<file path="config.mk">
export PLATFORM = sky130hd
export DESIGN_NAME = asrm_arith
export DESIGN_NICKNAME = d
export VERILOG_FILES = /design/src/rtl/asrm_pkg.sv /design/src/rtl/asrm_arith.sv
export SDC_FILE = /design/constraint.sdc
export NUM_CORES = 1
export LEC_CHECK = 0
export ABC_CLOCK_PERIOD_IN_PS = 10900
export BUFFER_PORTS_ARGS = -buffer_cell sky130_fd_sc_hd__buf_2
export CAP_MARGIN = 20
export CORE_MARGIN = 3
export CORE_UTILIZATION = 53
export CTS_CLUSTER_SIZE = 10
export DETAILED_ROUTE_END_ITERATION = 16
export PLACE_DENSITY = 0.87
export SLEW_MARGIN = 20
export SYNTH_ARGS = -nofsm -noshare
export SYNTH_HDL_FRONTEND = slang
export SYNTH_SLANG_ARGS = --single-unit
</file>
<file path="constraint.sdc">
create_clock -name clk -period 10.9 [get_ports clk]
set_input_delay 1.635 -clock clk [delete_from_list [all_inputs] [get_ports clk]]
set_output_delay 1.635 -clock clk [all_outputs]
set_load 0.005 [all_outputs]
</file>
<file path="src/rtl/asrm_pkg.sv">
`timescale 1ns / 1ps
// ----------------------------------------------------------------------------
// asrm_pkg: shared types and constants
// Command and status codes, sequencer states and sizes of the symbol model.
// ----------------------------------------------------------------------------
package asrm_pkg;

  localparam int Symbols   = 256;
  localparam int SlotBits  = 8;
  localparam int CountBits = 32;
  localparam logic [CountBits-1:0] CountMax = '1;

  typedef enum logic [1:0] {
    CMD_ADD    = 2'd0,
    CMD_UPDATE = 2'd1,
    CMD_QUERY  = 2'd2,
    CMD_RESET  = 2'd3
  } cmd_t;

  typedef enum logic [1:0] {
    ST_DONE   = 2'd0,
    ST_ABSENT = 2'd1,
    ST_SAT    = 2'd2
  } status_t;

  typedef enum logic [3:0] {
    S_IDLE,
    S_LOOK,
    S_WRITE,
    S_SCAN,
    S_DIV,
    S_MUL_LO,
    S_MUL_HI,
    S_OUT
  } state_t;

  // Start/busy handshake with the shared arithmetic unit
  typedef struct packed {
    logic        start_div;
    logic        start_mul;
    logic [63:0] mul_a;
    logic [63:0] mul_b;
  } arith_req_t;

  typedef struct packed {
    logic        busy;
    logic [63:0] result;
  } arith_rsp_t;

endpackage

</file>
<file path="src/rtl/asrm_arith.sv">
`timescale 1ns / 1ps
// ----------------------------------------------------------------------------
// asrm_arith: shared shift/subtract unit
// Restoring division of all ones by the total, and a shift-add multiply,
// one bit per cycle on 64-bit operands.
// ----------------------------------------------------------------------------
module asrm_arith (
  input  logic                  clk,
  input  logic                  rst,
  input  asrm_pkg::arith_req_t  req,
  input  logic [31:0]           divisor,
  output asrm_pkg::arith_rsp_t  rsp
);

  logic        busy;
  logic        is_div;
  logic [6:0]  cnt;
  logic [63:0] rem;
  logic [63:0] acc;
  logic [63:0] opa;
  logic [63:0] opb;
  logic [64:0] trial;

  assign trial = {rem, 1'b1} - {33'd0, divisor};

  // Iterate one bit per cycle
  always_ff @(posedge clk) begin
    if (rst) begin
      busy <= 1'b0;
      cnt  <= '0;
    end else if (req.start_div) begin
      busy   <= 1'b1;
      is_div <= 1'b1;
      cnt    <= 7'd64;
      rem    <= '0;
      acc    <= '0;
    end else if (req.start_mul) begin
      busy   <= 1'b1;
      is_div <= 1'b0;
      cnt    <= 7'd64;
      acc    <= '0;
      opa    <= req.mul_a;
      opb    <= req.mul_b;
    end else if (busy) begin
      if (is_div) begin
        // dividend bits are all ones
        if (!trial[64] || rem[63]) begin
          rem <= trial[63:0];
          acc <= {acc[62:0], 1'b1};
        end else begin
          rem <= {rem[62:0], 1'b1};
          acc <= {acc[62:0], 1'b0};
        end
      end else begin
        if (opb[0]) acc <= acc + opa;
        opa <= {opa[62:0], 1'b0};
        opb <= {1'b0, opb[63:1]};
      end
      cnt <= cnt - 7'd1;
      if (cnt == 7'd1) busy <= 1'b0;
    end
  end

  assign rsp.busy   = busy;
  assign rsp.result = acc;

endmodule

</file>
=== Word-level counts from Yosys, hierarchy flattened ===
Cells that the tools add are included.

* Word-level logic and storage cells: 52
* Input port bits: 164
* Register bits after elaboration: 265

* Mux-type cells: 22
* Reductions and logical operators: 14
* Bitwise gates (word level): 2
* Add/subtract/negate cells: 3
* Equality and inequality tests: 3

{| class="wikitable"
|+ Operators with widths
! cell !! number
|-
| 64-bit two-way mux || 13
|-
| 65-bit by 32-bit subtractor with 65-bit output || 1
|-
| 64-bit adder || 1
|-
| 7-bit two-way mux || 3
|-
| 4-bit AND reduction || 2
|-
| 2-bit nonzero test || 4
|-
| 7-bit by 1-bit equality test with 1-bit output, second input constant || 1
|-
| 7-bit by 1-bit subtractor with 7-bit output, second input constant || 1
|-
| 1-bit two-way mux || 6
|-
| 4-bit nonzero test || 1
|-
| 3-bit AND reduction || 1
|-
| 3-bit nonzero test || 1
|-
| 3-bit OR reduction || 1
|-
| 2-bit by 1-bit != test with 1-bit output, second input constant || 1
|-
| 2-bit != test, second input constant || 1
|-
| 1-bit NOT || 2
|-
| 2-bit AND reduction || 1
|-
| 2-bit OR reduction || 1
|-
| 1-bit logical NOT || 1
|-
| 1-bit logical OR || 1
|}

=== Depth between registers and ports, before layout ===
Gate-level depths: netlist (run 1).

* Depth in word-level cells: 7
* Depth in mapped cells: 15
* Depth with buffers taken out: 14

=== Least setup slack after synthesis (run 1) ===
No wires, ideal clock.

* Path kind: input to register
* Start point: in req[128] in the netlist's numbering
* End point: reg opa[0] (enable)
* Slack: -0.977 ns
* Data arrival time: 11.105 ns
* Required time: 10.128 ns
* Stages: 5
* Path buffers: 3
* Path through: clkbuf_1 -> clkbuf_1 -> clkbuf_1 -> a21oi_1 -> nor3_1

* Word-level cells in the longest chain between the ends: 2
* Elaborated cells between the ends (all ways): 3
* Classes of those cells: 1 x eq/ne; 2 x reduce/logical

{| class="wikitable"
|+ Ends and longest elaborated chain
! item !! RTL line !! text
|-
| start, declared || asrm_arith.sv:10 || <nowiki>input asrm_pkg::arith_req_t req,</nowiki>
|-
| 2-bit != test (no source line) or 2-bit nonzero test (tied branches) || - ||
|-
| 4-bit AND reduction (no source line) * || - ||
|-
| end signal, assigned || asrm_arith.sv:42 || <nowiki>opa <= req.mul_a;</nowiki>
|-
| end signal, assigned || asrm_arith.sv:56 || <nowiki>opa <= {opa[62:0], 1'b0};</nowiki>
|-
| end, declared || asrm_arith.sv:20 || <nowiki>logic [63:0] opa;</nowiki>
|}

Every way passes the cells marked *; elsewhere a longest branch is shown, timed or not.
A chain may end at the register's enable or synchronous reset.

=== Final worst setup path (run 1) ===
* Start point: in divisor[9]
* End point: reg rem[51], data pin

* Word-level cells in the longest chain between the ends: 7

{| class="wikitable"
|+ Ends and longest elaborated chain
! item !! RTL line !! text
|-
| start, declared || asrm_arith.sv:11 || <nowiki>input logic [31:0] divisor,</nowiki>
|-
| 65-bit by 32-bit subtractor with 65-bit output * || asrm_arith.sv:24 || <nowiki>assign trial = {rem, 1'b1} - {33'd0, divisor};</nowiki>
|-
| 1-bit logical NOT || asrm_arith.sv:47 || <nowiki>if (!trial[64] || rem[63]) begin</nowiki>
|-
| 1-bit logical OR || asrm_arith.sv:47 ||
|-
| 64-bit two-way mux * || asrm_arith.sv:47 ||
|-
| 64-bit two-way mux * || asrm_arith.sv:45 || <nowiki>if (is_div) begin</nowiki>
|-
| 64-bit two-way mux * || asrm_arith.sv:44 || <nowiki>end else if (busy) begin</nowiki>
|-
| 64-bit two-way mux * || asrm_arith.sv:37 || <nowiki>end else if (req.start_mul) begin</nowiki>
|-
| end signal, assigned || asrm_arith.sv:48 || <nowiki>rem <= trial[63:0];</nowiki>
|-
| end signal, assigned || asrm_arith.sv:51 || <nowiki>rem <= {rem[62:0], 1'b1};</nowiki>
|-
| end, declared || asrm_arith.sv:18 || <nowiki>logic [63:0] rem;</nowiki>
|}

Every way passes the cells marked *; elsewhere a longest branch is shown, timed or not. The select of a mux whose other input is x is not followed.

==> reports/metrics.cfg, run 1 <==
[run_status]
outcome = completed

[clocking]
clk-insertion-delay-late_ns = 0.59
clock_tree.root_cell = clkbuf_16
h-tree-depth = 1
cts_hold_buf = 0
cts-buffers-inserted = 31
cts.sinks = 265
cts_setup_buffers = 0
cts_resized = 0
clk_pin_slew_ns = 0.05
cts_max_path_buffers = 3
cts_tree = built

[critical_path]
required_ns = 11.19
crit_slowest_cell = or3_1
reg2reg_from = acc[0]
cp_num_buf_inv = 2
cp-end-kind = register
path_cells = buf_2 -> inv_1 -> ha_1 -> and4_1 -> o21ai_1 -> a21oi_1 -> o211ai_1 -> o211ai_1 -> a21oi_4 -> or4_1 -> or3_1 -> nor3_1 -> xnor2_1 -> nor2_1
r2r_end = acc[60]
critPathMaxFanout = 11
startpoint_type = input port
critical-path-max-stage-delay_ns = 0.53
crit_path_end = rem[51]
critPathLaunch = divisor[9]
cp_top_family = simple AND/OR/NAND/NOR gates
reg2reg_slack_ns = 6.65
cp.depth = 14
crit_arrival_ns = 4.76
crit_top_cell = o211ai_1
reg2reg_depth = 13
criticalPathCategory = input port to register

[placed_design]
gp_congestion = 0.954
place_inst = 2289
port_buffers = 228
dpl.hpwl_mm = 29.5
place_worst_setup_slack_ns = 5.87

[global_routing]
track_usage = 0.231
grt_max_degree = 81
grt_pass1_vias = 13661
gr-total-overflow = 0
grt_first_pass_wirelength_mm = 66.3
antenna_found_initial = 2

[synthesis]
syn_area_mm2 = 0.0172
netlist_instances = 1705
async_flop_share = 0
syn-num-nets = 1967
synth-main-ff-cell = edfxtp_1
yosys.cell_types.count = 74
syn_area_per_cell_um2 = 10.1
synth_edf_count = 257
yosysWarnings = 0
ys_seq_area_frac = 0.458
ys_seq_elements = 265

[timing]
fmax_ghz = 0.224
fin_worst_hold_slack_ns = 0.527
fin_ws_ns = 6.43
layout_min_cycle_time_ns = 4.47
skew_ns = 0.0198
setup-violations-final = 0
setup_tns_ns = 0
worst_slew_pin_slew_ns = 1.03
fin_crit_sh = 0.410
finalHoldViolations = 0
maxSlewHeadroom = 0.315
slew_viol_final = 0
grt_setup_unrepaired = no

[detailed_routing]
drtAntennaViolNets = 0
wl_met1_mm = 17.4
post_drt_wl_per_cell_um = 17.8
vias = 13840
drc = 0
dr_wl_met2_mm = 19.8
wl_met3_mm = 2.76
wl_mm = 41.6
dr.pass1.iters = 6
drtIter0Drc = 930
top_layer = met4
via_per_inst = 5.91

[finish]
area_growth_pct = 13.7
drive_gt1_frac = 0.221
fin_cells = 2343
fillers = 2548
fin_util = 0.615
mostFrequentLayoutCell = edfxtp_1
final_cell_mix = edfxtp_1, buf_2, nor2_1
fin_nets = 2149

[floorplanning]
top_level_ports = 229
row_count = 65
die_area_mm2 = 0.0347
fp.dieW_um = 186
core-area_mm2 = 0.0318
start_util = 0.541
die_y_um = 186

[flow_run]
maxCapViolations = 0

[power]
switching_power_mw = 0.798
peakVddDrop_uv = 122
p_int_mw = 1.99
power_density_mw_per_mm2 = 143
seqPwrFrac = 0.443
switching_share = 0.286
p_comb_frac = 0.216
clkPwrFrac = 0.341
p_leak_nw = 7.80

[hold_path]
hold_class = register to register

## area by class of cell
class | count | area, um2 | area share
multi-input cells | 1294 | 8800 | 0.450
flip-flops and latches | 265 | 7880 | 0.403
repair buffers | 240 | 1230 | 0.0630
clock buffers | 48 | 870 | 0.0444
well taps | 435 | 544 | 0.0278
inverters | 55 | 206 | 0.0106
clock inverters | 4 | 31.3 | 0.00160
diodes | 2 | 5.00 | 0.000256
## worst min-delay path by stage
stage	from	endpoint	slack, ns	cells after the start
floorplan	cnt[1]	cnt[1]	0.47	2
global placement	cnt[1]	cnt[1]	0.48	2
detailed placement	cnt[1]	cnt[1]	0.52	2
CTS	cnt[1]	cnt[1]	0.52	2
global route	cnt[1]	cnt[1]	0.54	2
finish	cnt[4]	cnt[4]	0.53	2
## worst register-to-register path, delay by kind of cell (launching register included)
| family | cells | cell delay (ns) |
|---|---|---|
| adders and majority gates | 2 | 0.68 |
| DFF | 1 | 0.44 |
| and+or+nand+nor | 3 | 0.59 |
| xor gates and xnor gates | 1 | 0.22 |
| AOI/OAI and AO/OA | 7 | 2.04 |
## stage by stage
stage | power [mW] | area [um2]
finish | 2.79 | 19600
global route | 2.92 | 19600
floorplan | 1.69 | 17200
detailed placement | 1.85 | 18700
CTS | 2.80 | 19600
global placement | 1.83 | 18700
## power groups by stage
stage	logic [mW]	registers (mW)	clock network, mW
5_1_grt	0.672	1.24	1.01
2_1_floorplan	0.442	1.25	0
6_report	0.603	1.24	0.952
4_1_cts	0.597	1.24	0.970
3_3_place_gp	0.576	1.25	0
3_5_place_dp	0.593	1.26	0
## synth_stat cells, types with 5 or more instances
master,n,area [um2]
nor3_1,23,115
and2_1,8,50.1
a21o_1,51,383
clkbuf_1,77,289
and3_1,9,56.3
inv_1,54,203
xor2_1,45,394
mux2i_1,9,90.1
nand2b_1,9,56.3
o31ai_1,7,52.6
nand4_1,31,194
a31oi_1,10,62.6
o21bai_1,25,188
or3_1,19,119
nand3_1,22,110
o21ai_0,76,380
xnor2_1,65,569
nor2b_1,13,81.3
nor4_1,7,43.8
a21oi_1,191,956
dfxtp_1,8,160
edfxtp_1,257,7720
nand2_1,136,510
o211ai_1,8,60.1
nor2_1,201,754
o21a_1,11,82.6
mux2_2,126,1420
buf_2,5,25.0
or4_1,8,60.1
a211oi_1,19,143
o21ai_1,5,25.0
buf_1,5,18.8
ha_1,96,1200
## cell families (layout without fill, tap and decap cells)
group | count (synthesis) | count (layout) | synth area share
AO/OA/AOI/OAI | 445 | 445 | 0.158
XOR/XNOR | 110 | 110 | 0.0560
adder cells (fa/ha/maj) | 98 | 98 | 0.0721
buffers and inverters | 146 | 347 | 0.0331
flip-flops | 265 | 265 | 0.458
multiplexers | 135 | 135 | 0.0877
other | 0 | 2 | 0
AND/OR/NAND/NOR | 506 | 506 | 0.136
## sequential cells by signal (all words and copies together) (netlist names)
signal / cells
acc: 64
cnt: 7
rem: 64
opb: 64
busy: 1
is_div: 1
opa: 64
## per-layer routing
layer | vias to the layer above | global-route usage
met2 | 545 | 0.394
met3 | 116 | 0.0354
met4 | 0 | 0.0906
li1 | 6662 | -
met1 | 6517 | 0.299
met5 | - | 0
No activity file was read; power rests on OpenSTA's default activity.
==> run 2: changes to the inputs <==
--- a/config.mk
+++ b/config.mk
@@ -5,7 +5,7 @@
 export SDC_FILE = /design/constraint.sdc
 export NUM_CORES = 1
 export LEC_CHECK = 0
-export ABC_CLOCK_PERIOD_IN_PS = 10900
+export ABC_CLOCK_PERIOD_IN_PS = 4100
 export BUFFER_PORTS_ARGS = -buffer_cell sky130_fd_sc_hd__buf_2
 export CAP_MARGIN = 20
 export CORE_MARGIN = 3
==> constraint.sdc (replaced) <==
create_clock -name clk -period 4.1 [get_ports clk]
set_input_delay 0.615 -clock clk [delete_from_list [all_inputs] [get_ports clk]]
set_output_delay 0.615 -clock clk [all_outputs]
set_load 0.005 [all_outputs]
==> reports/metrics.cfg, run 2 (synthesized netlist as in run 1, its figures left out) <==
[timing]
fin_worst_hold_slack_ns = 0.403  ; -0.124 ns
finalHoldViolations = 0  ; unchanged
layout_min_cycle_time_ns = 3.84
setup-violations-final = 0  ; unchanged
fmax_ghz = 0.260
fin_ws_ns = 0.256  ; -6.17 ns
fin_crit_sh = 0.938
worst_slew_pin_slew_ns = 0.754  ; -0.273 ns
grt_setup_unrepaired = no
maxSlewHeadroom = 0.497  ; +0.182
slew_viol_final = 0  ; unchanged
skew_ns = 0.0137  ; -0.00612 ns

[floorplanning]
fp.dieW_um = 186  ; unchanged
start_util = 0.541  ; unchanged
top_level_ports = 229  ; unchanged
die_area_mm2 = 0.0347  ; unchanged
core-area_mm2 = 0.0318  ; unchanged
row_count = 65  ; unchanged
die_y_um = 186  ; unchanged

[placed_design]
dpl.hpwl_mm = 30.3  ; +2.8%
port_buffers = 228  ; unchanged
place_worst_setup_slack_ns = 0.0467  ; -5.83 ns
gp_congestion = 0.995  ; +4.3%

[critical_path]
critPathMaxFanout = 4  ; -7
criticalPathCategory = register to register
startpoint_type = register
reg2reg_from = acc[3]
cp-end-kind = register
required_ns = 4.35  ; -6.84 ns
crit_arrival_ns = 4.10  ; -0.66 ns
critPathLaunch = acc[3]

[global_routing]
gr-total-overflow = 0  ; unchanged
grt_first_pass_wirelength_mm = 67.6  ; +2.0%
antenna_found_initial = 3  ; +1
track_usage = 0.238  ; +0.00650
grt_pass1_vias = 13828  ; +1.2%
grt_max_degree = 94  ; +16%

[finish]
mostFrequentLayoutCell = edfxtp_1
final_cell_mix = edfxtp_1, buf_2, nor2_1
area_growth_pct = 15.1
drive_gt1_frac = 0.230  ; +0.00881
fin_nets = 2166  ; +0.79%

[clocking]
cts_max_path_buffers = 3  ; unchanged
cts-buffers-inserted = 35  ; +13%
cts_setup_buffers = 0  ; unchanged
cts_hold_buf = 0  ; unchanged
clk_pin_slew_ns = 0.06  ; about the same
cts.sinks = 265  ; unchanged
h-tree-depth = 2  ; +1
clock_tree.root_cell = clkbuf_16
clk-insertion-delay-late_ns = 0.51  ; -0.08 ns
cts_tree = built

[power]
p_int_mw = 5.49  ; +180%
clkPwrFrac = 0.357  ; +0.016
p_comb_frac = 0.213  ; -0.003
switching_share = 0.282  ; -0.00354
peakVddDrop_uv = 337  ; +180%
switching_power_mw = 2.16  ; +170%
power_density_mw_per_mm2 = 386  ; +170%
seqPwrFrac = 0.430  ; -0.013
p_leak_nw = 7.92  ; +1.5%

[detailed_routing]
dr.pass1.iters = 7  ; +1
drc = 0  ; unchanged
top_layer = met5
drtIter0Drc = 1097  ; +18%
vias = 14067  ; +1.6%
wl_met1_mm = 17.8  ; +2.1%
post_drt_wl_per_cell_um = 18.1  ; +1.8%
via_per_inst = 5.97  ; +1.0%
dr_wl_met2_mm = 20.1  ; +1.4%
drtAntennaViolNets = 0  ; unchanged
wl_met3_mm = 3.19  ; +16%
wl_mm = 42.6  ; +2.4%

[flow_run]
maxCapViolations = 0  ; unchanged

[hold_path]
hold_class = input port to register
worstHoldStart = divisor[0]

[run_status]
outcome = completed

-- run 2: changes by cell type in the layout (fill, tap and decap cells not counted), sizes merged --
cell,previous run,this run
bufinv,0,1
inv,56,58
clkinv,3,8
buf,240,253
clkinvlp,0,2
clkbuf,48,39
-- run 2: power by group through the flow --
stage | Clock [mW] | Sequential, mW | Combinational, mW
detailed placement | 0 | 3.34 | 1.60
finish | 2.73 | 3.29 | 1.63
global route | 2.89 | 3.30 | 1.81
CTS | 2.79 | 3.29 | 1.62
global placement | 0 | 3.33 | 1.56
floorplan | 0 | 3.31 | 1.18
-- run 2: per-layer routing --
metal	global-route usage	up-vias
met3	0.0416	119
li1	-	6681
met4	0.0873	2
met5	0	-
met1	0.306	6679
met2	0.404	586
-- run 2: timing repair --
item	CTS	global route
resized for setup	0	1
hold endpoints to repair	0	0
setup endpoints to repair	0	2
-- run 2: worst max-delay path: stages (launching register included) --
cell and delay, ns:
edfxtp_1 0.41, ha_1 0.37, o21ai_0 0.13, o21ai_0 0.26, nand4_1 0.22, a21oi_1 0.30
nor3_1 0.13, o21ai_1 0.39, a31oi_1 0.21, o21bai_1 0.29, or4b_2 0.64, mux2i_1 0.16
nand2_1 0.08
-- run 2: final cells by class --
class,count,area [um2]
multi-input cells,1294,8810
inverters,55,206
repair buffers,253,1360
clock inverters,14,103
diodes,2,5.00
well taps,435,544
fillers,2523,12000
flip-flops and latches,265,7880
clock buffers,39,891
-- run 2: final timing paths --
path	slack (ns)	end	depth (start not counted)
setup reg to reg	0.26	acc[41]	12
hold / removal	0.40	rem[0]	2
hold reg to reg	0.51	cnt[1]	2
setup / recovery	0.26	acc[41]	12
-- run 2: metrics by stage --
stage | std cells | setup TNS, ns | area, um2 | util | power, mW
6_report | 2357 | 0 | 19800 | 0.623 | 7.65
5_1_grt | 2357 | 0 | 19800 | 0.623 | 8.00
4_1_cts | 2355 | 0 | 19800 | 0.622 | 7.69
3_5_place_dp | 2302 | 0 | 18800 | 0.591 | 4.94
3_3_place_gp | 2302 | 0 | 18800 | 0.591 | 4.89
2_1_floorplan | 1705 | -61.38 | 17300 | - | 4.49
